`src/sv/lpm_pkg.sv`:
```
// Shared types, constants and fixed-point helpers for the lens point mapper
package lpm_pkg;

	// register file geometry: eight 64-bit registers on 8-byte addresses
	localparam int unsigned REG_IDX_W = 3;
	localparam int unsigned ADDR_W    = REG_IDX_W + 3;
	localparam int unsigned DATA_W    = 64;
	localparam int unsigned NUM_REGS  = 8;

	// payload widths
	localparam int unsigned IN_W  = 16;
	localparam int unsigned OUT_W = 20;

	// pipeline depth of the datapath
	localparam int unsigned NUM_STAGES = 17;

	// reciprocal divider: 2^48 + F/2 is a 49-bit dividend, one quotient bit per cycle
	localparam int unsigned RECIP_STEPS = 49;
	localparam int unsigned RECIP_CNT_W = $clog2(RECIP_STEPS);

	typedef enum logic [REG_IDX_W-1:0] {
		REG_LEFT_FOCAL       = 3'd0,
		REG_LEFT_CENTER      = 3'd1,
		REG_LEFT_RADIAL      = 3'd2,
		REG_LEFT_TANGENTIAL  = 3'd3,
		REG_RIGHT_FOCAL      = 3'd4,
		REG_RIGHT_CENTER     = 3'd5,
		REG_RIGHT_RADIAL     = 3'd6,
		REG_RIGHT_TANGENTIAL = 3'd7
	} reg_idx_t;

	localparam logic [DATA_W-1:0] FOCAL_RESET = 64'h0001_0001_0001_0000;
	localparam logic [31:0]       INV_SAT     = 32'hFFFF_FFFF;
	localparam logic signed [31:0] Q_ONE      = 32'sh1000_0000;
	localparam logic signed [OUT_W-1:0] OUT_MAX = 20'sh7FFFF;
	localparam logic signed [OUT_W-1:0] OUT_MIN = 20'sh80000;

	// per-camera parameters as seen by the datapath
	typedef struct packed {
		logic [31:0] fx;
		logic [31:0] fy;
		logic [31:0] cx;
		logic [31:0] cy;
		logic [31:0] k1;
		logic [31:0] k2;
		logic [31:0] p1;
		logic [31:0] p2;
		logic [31:0] ifx;
		logic [31:0] ify;
	} cam_cfg_t;

	// round a magnitude to nearest, dropping s fraction bits
	function automatic logic [63:0] rnd_mag(input logic [63:0] m, input int unsigned s);
		return (m + (64'd1 << (s - 1))) >> s;
	endfunction

	// apply sign to a magnitude and clamp to 32-bit signed
	function automatic logic signed [31:0] sat_sm(input logic neg, input logic [63:0] m);
		logic signed [31:0] r;
		if (!neg) begin
			r = (m > 64'h7FFF_FFFF) ? 32'sh7FFF_FFFF : $signed(m[31:0]);
		end else begin
			r = (m > 64'h8000_0000) ? 32'sh8000_0000 : $signed(-m[31:0]);
		end
		return r;
	endfunction

	// Q4.28 product rounding: ties away from zero, then clamp
	function automatic logic signed [31:0] round_q28(input logic signed [63:0] p);
		logic [63:0] m;
		m = p[63] ? 64'(-p) : 64'(p);
		return sat_sm(p[63], rnd_mag(m, 28));
	endfunction

	// clamp a grown sum back to 32-bit signed
	function automatic logic signed [31:0] sat32w(input logic signed [39:0] v);
		logic signed [31:0] r;
		if (v > 40'sd2147483647) begin
			r = 32'sh7FFF_FFFF;
		end else if (v < -40'sd2147483648) begin
			r = 32'sh8000_0000;
		end else begin
			r = v[31:0];
		end
		return r;
	endfunction

	function automatic logic [31:0] abs32(input logic signed [31:0] v);
		return v[31] ? 32'(-v) : 32'(v);
	endfunction

	// magnitude of a pixel offset, known to fit in 32 bits
	function automatic logic [31:0] abs34_lo(input logic signed [33:0] v);
		logic [33:0] m;
		m = v[33] ? 34'(-v) : 34'(v);
		return m[31:0];
	endfunction

	// round u*f from Q.44 to Q.16 and add the center
	function automatic logic signed [36:0] scale_back(input logic neg, input logic [63:0] prod,
			input logic [31:0] c);
		logic [63:0] m;
		logic signed [36:0] s;
		m = rnd_mag(prod, 28);
		s = $signed({2'b00, m[34:0]});
		if (neg) begin
			s = -s;
		end
		return s + $signed({5'b00000, c});
	endfunction

	// round Q.16 to Q.4 and clip; bit 20 flags a clip
	function automatic logic [OUT_W:0] pix_round(input logic signed [36:0] w);
		logic [36:0] mg;
		logic [36:0] r;
		logic [OUT_W:0] o;
		mg = w[36] ? 37'(-w) : 37'(w);
		r  = (mg + 37'd2048) >> 12;
		if (!w[36]) begin
			if (r > 37'd524287) begin
				o = {1'b1, OUT_MAX};
			end else begin
				o = {1'b0, r[OUT_W-1:0]};
			end
		end else begin
			if (r > 37'd524288) begin
				o = {1'b1, OUT_MIN};
			end else begin
				o = {1'b0, 20'(-r[OUT_W-1:0])};
			end
		end
		return o;
	endfunction

endpackage

```
`src/sv/lpm_recip.sv`:
```
// Bit-serial reciprocal unit: inverse focal length = round(2^48 / F), saturated to 32 bits
module lpm_recip (
	input  logic        clk,
	input  logic        arst_n,
	input  logic        start,
	input  logic [31:0] den,
	output logic [31:0] inv,
	output logic        busy
);

	logic [31:0] inv_q;
	logic        busy_q;
	logic [lpm_pkg::RECIP_CNT_W-1:0] cnt_q;
	logic [31:0] den_q;
	logic [31:0] rem_q;
	logic [lpm_pkg::RECIP_STEPS-1:0] num_q;
	logic [32:0] quo_q;

	logic [32:0] trial;
	logic        fits;
	logic [31:0] rem_nx;
	logic [32:0] quo_nx;

	// one restoring division step
	always_comb begin
		trial  = {rem_q, num_q[lpm_pkg::RECIP_STEPS-1]};
		fits   = trial >= {1'b0, den_q};
		rem_nx = fits ? 32'(trial - {1'b0, den_q}) : trial[31:0];
		quo_nx = {quo_q[31:0], fits};
	end

	// control: start, count down, store the result
	always_ff @(posedge clk or negedge arst_n) begin
		if (!arst_n) begin
			busy_q <= 1'b0;
			cnt_q  <= '0;
			inv_q  <= lpm_pkg::INV_SAT;
		end else if (start) begin
			if (den[31:16] == 16'd0) begin
				// focal below one (or zero) saturates at once
				busy_q <= 1'b0;
				inv_q  <= lpm_pkg::INV_SAT;
			end else begin
				busy_q <= 1'b1;
				cnt_q  <= lpm_pkg::RECIP_CNT_W'(lpm_pkg::RECIP_STEPS - 1);
			end
		end else if (busy_q) begin
			cnt_q <= cnt_q - 1'b1;
			if (cnt_q == '0) begin
				busy_q <= 1'b0;
				inv_q  <= quo_nx[32] ? lpm_pkg::INV_SAT : quo_nx[31:0];
			end
		end
	end

	// datapath: load dividend with the rounding half, then shift
	always_ff @(posedge clk) begin
		if (start) begin
			den_q <= den;
			num_q <= {1'b1, {(lpm_pkg::RECIP_STEPS-1){1'b0}}}
				+ lpm_pkg::RECIP_STEPS'(den[31:1]);
			rem_q <= '0;
			quo_q <= '0;
		end else if (busy_q) begin
			num_q <= num_q << 1;
			rem_q <= rem_nx;
			quo_q <= quo_nx;
		end
	end

	assign inv  = inv_q;
	assign busy = busy_q;

endmodule

```
`src/sv/lpm_regs.sv`:
```
// Configuration register file with reciprocal focal length units
module lpm_regs (
	input  logic                        clk,
	input  logic                        arst_n,
	input  logic                        psel,
	input  logic                        penable,
	input  logic                        pwrite,
	input  logic [lpm_pkg::ADDR_W-1:0]  paddr,
	input  logic [lpm_pkg::DATA_W-1:0]  pwdata,
	output logic [lpm_pkg::DATA_W-1:0]  prdata,
	output logic                        pready,
	output lpm_pkg::cam_cfg_t           cfg_left,
	output lpm_pkg::cam_cfg_t           cfg_right,
	output logic                        busy
);

	logic [lpm_pkg::DATA_W-1:0] reg_q [lpm_pkg::NUM_REGS];
	logic [lpm_pkg::REG_IDX_W-1:0] idx;
	logic wr;
	logic wr_lf, wr_rf;
	logic [31:0] inv_lx, inv_ly, inv_rx, inv_ry;
	logic busy_lx, busy_ly, busy_rx, busy_ry;

	assign idx    = paddr[lpm_pkg::ADDR_W-1 -: lpm_pkg::REG_IDX_W];
	assign wr     = psel && penable && pwrite;
	assign wr_lf  = wr && (idx == lpm_pkg::REG_LEFT_FOCAL);
	assign wr_rf  = wr && (idx == lpm_pkg::REG_RIGHT_FOCAL);
	assign pready = 1'b1;
	assign prdata = reg_q[idx];

	// register writes
	always_ff @(posedge clk or negedge arst_n) begin
		if (!arst_n) begin
			for (int i = 0; i < lpm_pkg::NUM_REGS; i++) begin
				if (lpm_pkg::REG_IDX_W'(i) == lpm_pkg::REG_LEFT_FOCAL ||
					lpm_pkg::REG_IDX_W'(i) == lpm_pkg::REG_RIGHT_FOCAL) begin
					reg_q[i] <= lpm_pkg::FOCAL_RESET;
				end else begin
					reg_q[i] <= '0;
				end
			end
		end else if (wr) begin
			reg_q[idx] <= pwdata;
		end
	end

	// one divider per focal value so back-to-back focal writes never collide
	lpm_recip u_recip_lx (
		.clk(clk), .arst_n(arst_n), .start(wr_lf), .den(pwdata[63:32]),
		.inv(inv_lx), .busy(busy_lx)
	);
	lpm_recip u_recip_ly (
		.clk(clk), .arst_n(arst_n), .start(wr_lf), .den(pwdata[31:0]),
		.inv(inv_ly), .busy(busy_ly)
	);
	lpm_recip u_recip_rx (
		.clk(clk), .arst_n(arst_n), .start(wr_rf), .den(pwdata[63:32]),
		.inv(inv_rx), .busy(busy_rx)
	);
	lpm_recip u_recip_ry (
		.clk(clk), .arst_n(arst_n), .start(wr_rf), .den(pwdata[31:0]),
		.inv(inv_ry), .busy(busy_ry)
	);

	assign busy = busy_lx || busy_ly || busy_rx || busy_ry;

	// unpack per-camera parameters
	always_comb begin
		cfg_left.fx  = reg_q[lpm_pkg::REG_LEFT_FOCAL][63:32];
		cfg_left.fy  = reg_q[lpm_pkg::REG_LEFT_FOCAL][31:0];
		cfg_left.cx  = reg_q[lpm_pkg::REG_LEFT_CENTER][63:32];
		cfg_left.cy  = reg_q[lpm_pkg::REG_LEFT_CENTER][31:0];
		cfg_left.k1  = reg_q[lpm_pkg::REG_LEFT_RADIAL][63:32];
		cfg_left.k2  = reg_q[lpm_pkg::REG_LEFT_RADIAL][31:0];
		cfg_left.p1  = reg_q[lpm_pkg::REG_LEFT_TANGENTIAL][63:32];
		cfg_left.p2  = reg_q[lpm_pkg::REG_LEFT_TANGENTIAL][31:0];
		cfg_left.ifx = inv_lx;
		cfg_left.ify = inv_ly;

		cfg_right.fx  = reg_q[lpm_pkg::REG_RIGHT_FOCAL][63:32];
		cfg_right.fy  = reg_q[lpm_pkg::REG_RIGHT_FOCAL][31:0];
		cfg_right.cx  = reg_q[lpm_pkg::REG_RIGHT_CENTER][63:32];
		cfg_right.cy  = reg_q[lpm_pkg::REG_RIGHT_CENTER][31:0];
		cfg_right.k1  = reg_q[lpm_pkg::REG_RIGHT_RADIAL][63:32];
		cfg_right.k2  = reg_q[lpm_pkg::REG_RIGHT_RADIAL][31:0];
		cfg_right.p1  = reg_q[lpm_pkg::REG_RIGHT_TANGENTIAL][63:32];
		cfg_right.p2  = reg_q[lpm_pkg::REG_RIGHT_TANGENTIAL][31:0];
		cfg_right.ifx = inv_rx;
		cfg_right.ify = inv_ry;
	end

endmodule

```
`config.mk`:
```
export PLATFORM = sky130hd
export DESIGN_NAME = lpm_regs
export DESIGN_NICKNAME = d
export VERILOG_FILES = /design/src/sv/lpm_pkg.sv /design/src/sv/lpm_recip.sv /design/src/sv/lpm_regs.sv
export SDC_FILE = /design/constraint.sdc
export NUM_CORES = 2
export LEC_CHECK = 0
export ABC_AREA = 0
export BUFFER_PORTS_ARGS = -buffer_cell sky130_fd_sc_hd__buf_2
export CELL_PAD_IN_SITES_DETAIL_PLACEMENT = 1
export CELL_PAD_IN_SITES_GLOBAL_PLACEMENT = 1
export CORE_UTILIZATION = 48
export CTS_BUF_LIST = sky130_fd_sc_hd__clkbuf_2 sky130_fd_sc_hd__clkbuf_4 sky130_fd_sc_hd__clkbuf_8
export DETAILED_ROUTE_END_ITERATION = 6
export PLACE_DENSITY_LB_ADDON = 0.25
export SYNTH_ARGS = -nofsm -noshare
export SYNTH_HDL_FRONTEND = slang
export SYNTH_SLANG_ARGS = --single-unit
```
`constraint.sdc`:
```
create_clock -name clk -period 3.35 [get_ports clk]
set_input_delay 0 -clock clk [delete_from_list [all_inputs] [get_ports clk]]
set_output_delay 0 -clock clk [all_outputs]
set_load 0.02 [all_outputs]
```
==> flow_summary.ini <==
[sta]
worstMarginPinSlew_ns = 1.327
share_of_the_cycle_needed_by_the_critical_path_after_routing_pct = 97.03
report.final.setup_viol = 0
drv_slew = 0
timing.setup.tns_ns = 0
max_clock_freq_mhz = 307.6
relative_max_transition_margin_pct = 10.70
final_period_minus_worst_setup_slack_ns = 3.250
clock_skew_ns = 0.07153
final-hold-violation-count = 0

[cts]
numCtsBuffers = 205
clkLatencyLatePin_ns = 0.99
cts_root_buffer = sky130_fd_sc_hd__clkbuf_8
cts.clk_slew.worst_paths_ns = 0.07
tritoncts = built
clock_path_buffers = 3
ctsHtreeMaxLevel = 4
clock_sinks = 1248

[global_route]
grt_first_pass_wirelength_um = 315600
globalRouteTotalUtil_pct = 34.73
grt_start_max_net_pins = 140
number_of_global_route_vias_before_repair = 49100
gr-total-overflow = 0
antenna_found_initial = 23

[synthesis]
synth_edf_count = 324
post_synth_num_cell_types = 85
fraction_of_the_yosys_area_taken_by_sequential_cells_pct = 55.38
post_synth_and_or_nand_nor_area_fraction_pct = 10.82
yosys_register_bits = 1248
cell_type_contributing_the_most_total_cell_area_after_synthesis = sky130_fd_sc_hd__dfrtp_1
postSynth.asyncResetShare_pct = 53.53
mappedNetlistNets = 5313
synth.area.top_cells = sky130_fd_sc_hd__dfrtp_1, sky130_fd_sc_hd__edfxtp_1, sky130_fd_sc_hd__mux2_2
yosys.area_share.adder_pct = 3.109
synthXorXnorAreaFrac_pct = 1.727
synth.yosys.warnings = 0
synth_top_area_share_pct = 23.32
muxShareOfSynthArea_pct = 14.31
synth_compound_gate_area_share_pct = 11.35
synth-main-ff-cell = sky130_fd_sc_hd__dfrtp_1
synth_top_family_by_area = multiplexers
syn_avg_cell_area_um2 = 11.24
post_synth_instance_area_um2 = 57310
synthCells = 5098

[power_and_ir_drop]
design_power_total_mw = 61.63
ir_drop_mv = 0.4837
leakage_nw = 32.01
power-per-cell-area_nw_per_um2 = 889.9

[routing]
wl_per_cell_um = 27.48
drt-initial-drc-count = 4010
vias = 46960
routed_wl_um = 213000
ant_nets = 0
viasPerCell = 6.057
first_pass_iters = 6
drc = 0

[finish]
layout_cells_sized_above_1_pct = 31.55
final_net_count = 6240
multi_input_combinational_cell_area_um2 = 23810
final-instance-count-excl-fill = 7752
seqCellArea_um2 = 31750
areaGrowthSynthToFinish_pct = 20.84
fill_cells = 12600

[worst_setup_path]
timing.critical_path.to_type = register
cp_peak_stage_delay_ns = 0.37
critical_path_cell_list = inv_1, ha_1, a21oi_1, o21ai_1, o31ai_1, o21ai_0, a221o_1, a31oi_2, o21ai_4, buf_4, mux2i_1, o21ai_0
worst-endpoint-arrival_ns = 4.07
cpMostUsedCell = sky130_fd_sc_hd__o21ai_0
criticalPathCategory = reg2reg
critical-path-slowest-cell = sky130_fd_sc_hd__edfxtp_1
worst_ep_required_ns = 4.17
worstRegToRegCells = 12
path_max_fanout = 11
start_kind = register

[die]
die-height_um = 347.5
rows = 126
floorplan.die.width_um = 347.5
die_area_um2 = 120800
floorplan.initialDensity_pct = 48.47
core_area_um2 = 118200
top_level_ports = 781

[run_status]
outcome = finished clean

[worst_hold_path]
min_path_type = in2reg
holdPathStages = 2

[place]
numPlacedInstances = 7212
dpl.hpwl_um = 140000
place.port_buffers = 776
gp_routability_congestion = 0.9056

[job]
maxCapViolations = 0
[state kept, by name, summed over array words and instances (netlist names), 49 cells and up]
signal and cells:
u_recip_lx.num_q 49, u_recip_ly.num_q 49, cfg_left 256, u_recip_ry.num_q 49, u_recip_rx.num_q 49, cfg_right 256
[worst paths after layout]
kind                                      start                   end  slack, ns
max                        u_recip_rx.den_q[18]  u_recip_rx.rem_q[18]        0.1
min                                  pwdata[53]  u_recip_rx.den_q[21]       0.09
max reg2reg                u_recip_rx.den_q[18]  u_recip_rx.rem_q[18]        0.1
min reg2reg                u_recip_ry.quo_q[25]    u_recip_ry.inv[26]       0.46
max in group asynchronous                arst_n         cfg_left[190]       2.24
min in group asynchronous                arst_n        cfg_right[173]       0.37
[cell usage after synthesis (24+ instances only)]
library cell and n:
sky130_fd_sc_hd__a22oi_1 50, sky130_fd_sc_hd__o22a_1 128, sky130_fd_sc_hd__xor2_1 44, sky130_fd_sc_hd__inv_1 182
sky130_fd_sc_hd__clkbuf_1 265, sky130_fd_sc_hd__nand4_1 31, sky130_fd_sc_hd__nand2_1 861, sky130_fd_sc_hd__nand2b_1 26
sky130_fd_sc_hd__a211oi_1 24, sky130_fd_sc_hd__nor2b_1 24, sky130_fd_sc_hd__edfxtp_1 324, sky130_fd_sc_hd__xnor2_1 69
sky130_fd_sc_hd__o211ai_1 27, sky130_fd_sc_hd__a21oi_1 217, sky130_fd_sc_hd__o21ai_0 208, sky130_fd_sc_hd__dfrtp_1 534
sky130_fd_sc_hd__ha_1 136, sky130_fd_sc_hd__a221o_1 34, sky130_fd_sc_hd__mux2i_1 215, sky130_fd_sc_hd__a21o_1 55
sky130_fd_sc_hd__nand3_1 44, sky130_fd_sc_hd__mux2_2 463, sky130_fd_sc_hd__mux4_2 37, sky130_fd_sc_hd__nor2_1 253
sky130_fd_sc_hd__a31oi_1 29, sky130_fd_sc_hd__nor3_1 29, sky130_fd_sc_hd__and2_1 87, sky130_fd_sc_hd__dfxtp_1 256
sky130_fd_sc_hd__dfstp_2 134
[critical path, delay by kind of cell, from the launching register on]
kind	cells	cell delay [ns]
fa+ha+maj	1	0.29
compound gates	8	2.00
flops	1	0.37
mux	1	0.14
buf+inv	2	0.30
[stage by stage]
stage	hold slack (ns)	area [um^2]	util, %	worst slack (ns)
6_report	0.08761	69250	58.57	0.09953
5_1_grt	0.03794	69240	58.56	-0.01383
4_1_cts	0.0007724	69200	58.53	0.01716
3_5_place_dp	0.03970	63230	53.48	0.09111
3_3_place_gp	0.02794	63230	53.48	0.09892
2_1_floorplan	-0.2956	57310	-	0.4870
[metal layers]
metal | routed length [um] | vias up | GRT usage, %
li1 | - | 20070 | -
met1 | 83430 | 23870 | 43.41
met2 | 95970 | 2298 | 53.40
met3 | 19520 | 713 | 9.650
met4 | 14050 | 6 | 21.59
met5 | 36 | - | 0
[area by class of cell]
cell class              count  area share [%]
clock buffers             341           5.937
flip-flops and latches   1248           45.85
inverters                 182           1.008
well taps                1536           2.775
multi-input cells        3362           34.38
clock inverters            48          0.6143
repair buffers           1026           9.399
diodes                      9         0.03252
[kinds of logic after synthesis]
logic type | after synthesis
adders and majority gates | 140
DFF | 1248
xor gates and xnor gates | 113
and+or+nand+nor | 1443
muxes | 715
AOI/OAI and AO/OA | 950
buffers and inverters | 488
other | 1
[power breakdown]
group | leakage, nW | internal (mW) | switching [mW]
clock network | 2.43 | 8.04 | 6.67
logic | 16.2 | 8.86 | 13.4
registers | 13.4 | 20.9 | 3.74
total | 32.0 | 37.8 | 23.8
[cell usage in the layout (no fill, tap or decap), types with 213 or more instances in the layout]
cell | synthesis | layout
sky130_fd_sc_hd__a21oi_1 | 217 | 213
sky130_fd_sc_hd__buf_2 | 15 | 772
sky130_fd_sc_hd__clkbuf_8 | 0 | 248
sky130_fd_sc_hd__dfrtp_1 | 534 | 530
sky130_fd_sc_hd__dfxtp_1 | 256 | 256
sky130_fd_sc_hd__edfxtp_1 | 324 | 324
sky130_fd_sc_hd__mux2_2 | 463 | 463
sky130_fd_sc_hd__mux2i_1 | 215 | 215
sky130_fd_sc_hd__nand2_1 | 861 | 861
sky130_fd_sc_hd__nor2_1 | 253 | 248
[repair_timing]
action | CTS | global route
setup buffers | 0 | 0
endpoints found under the setup margin | 0 | 52
resized for setup | 0 | 7
endpoints found under the hold margin | 1428 | 0
hold buffers | 142 | 0
Note: power is estimated with default switching activity, not from simulation.
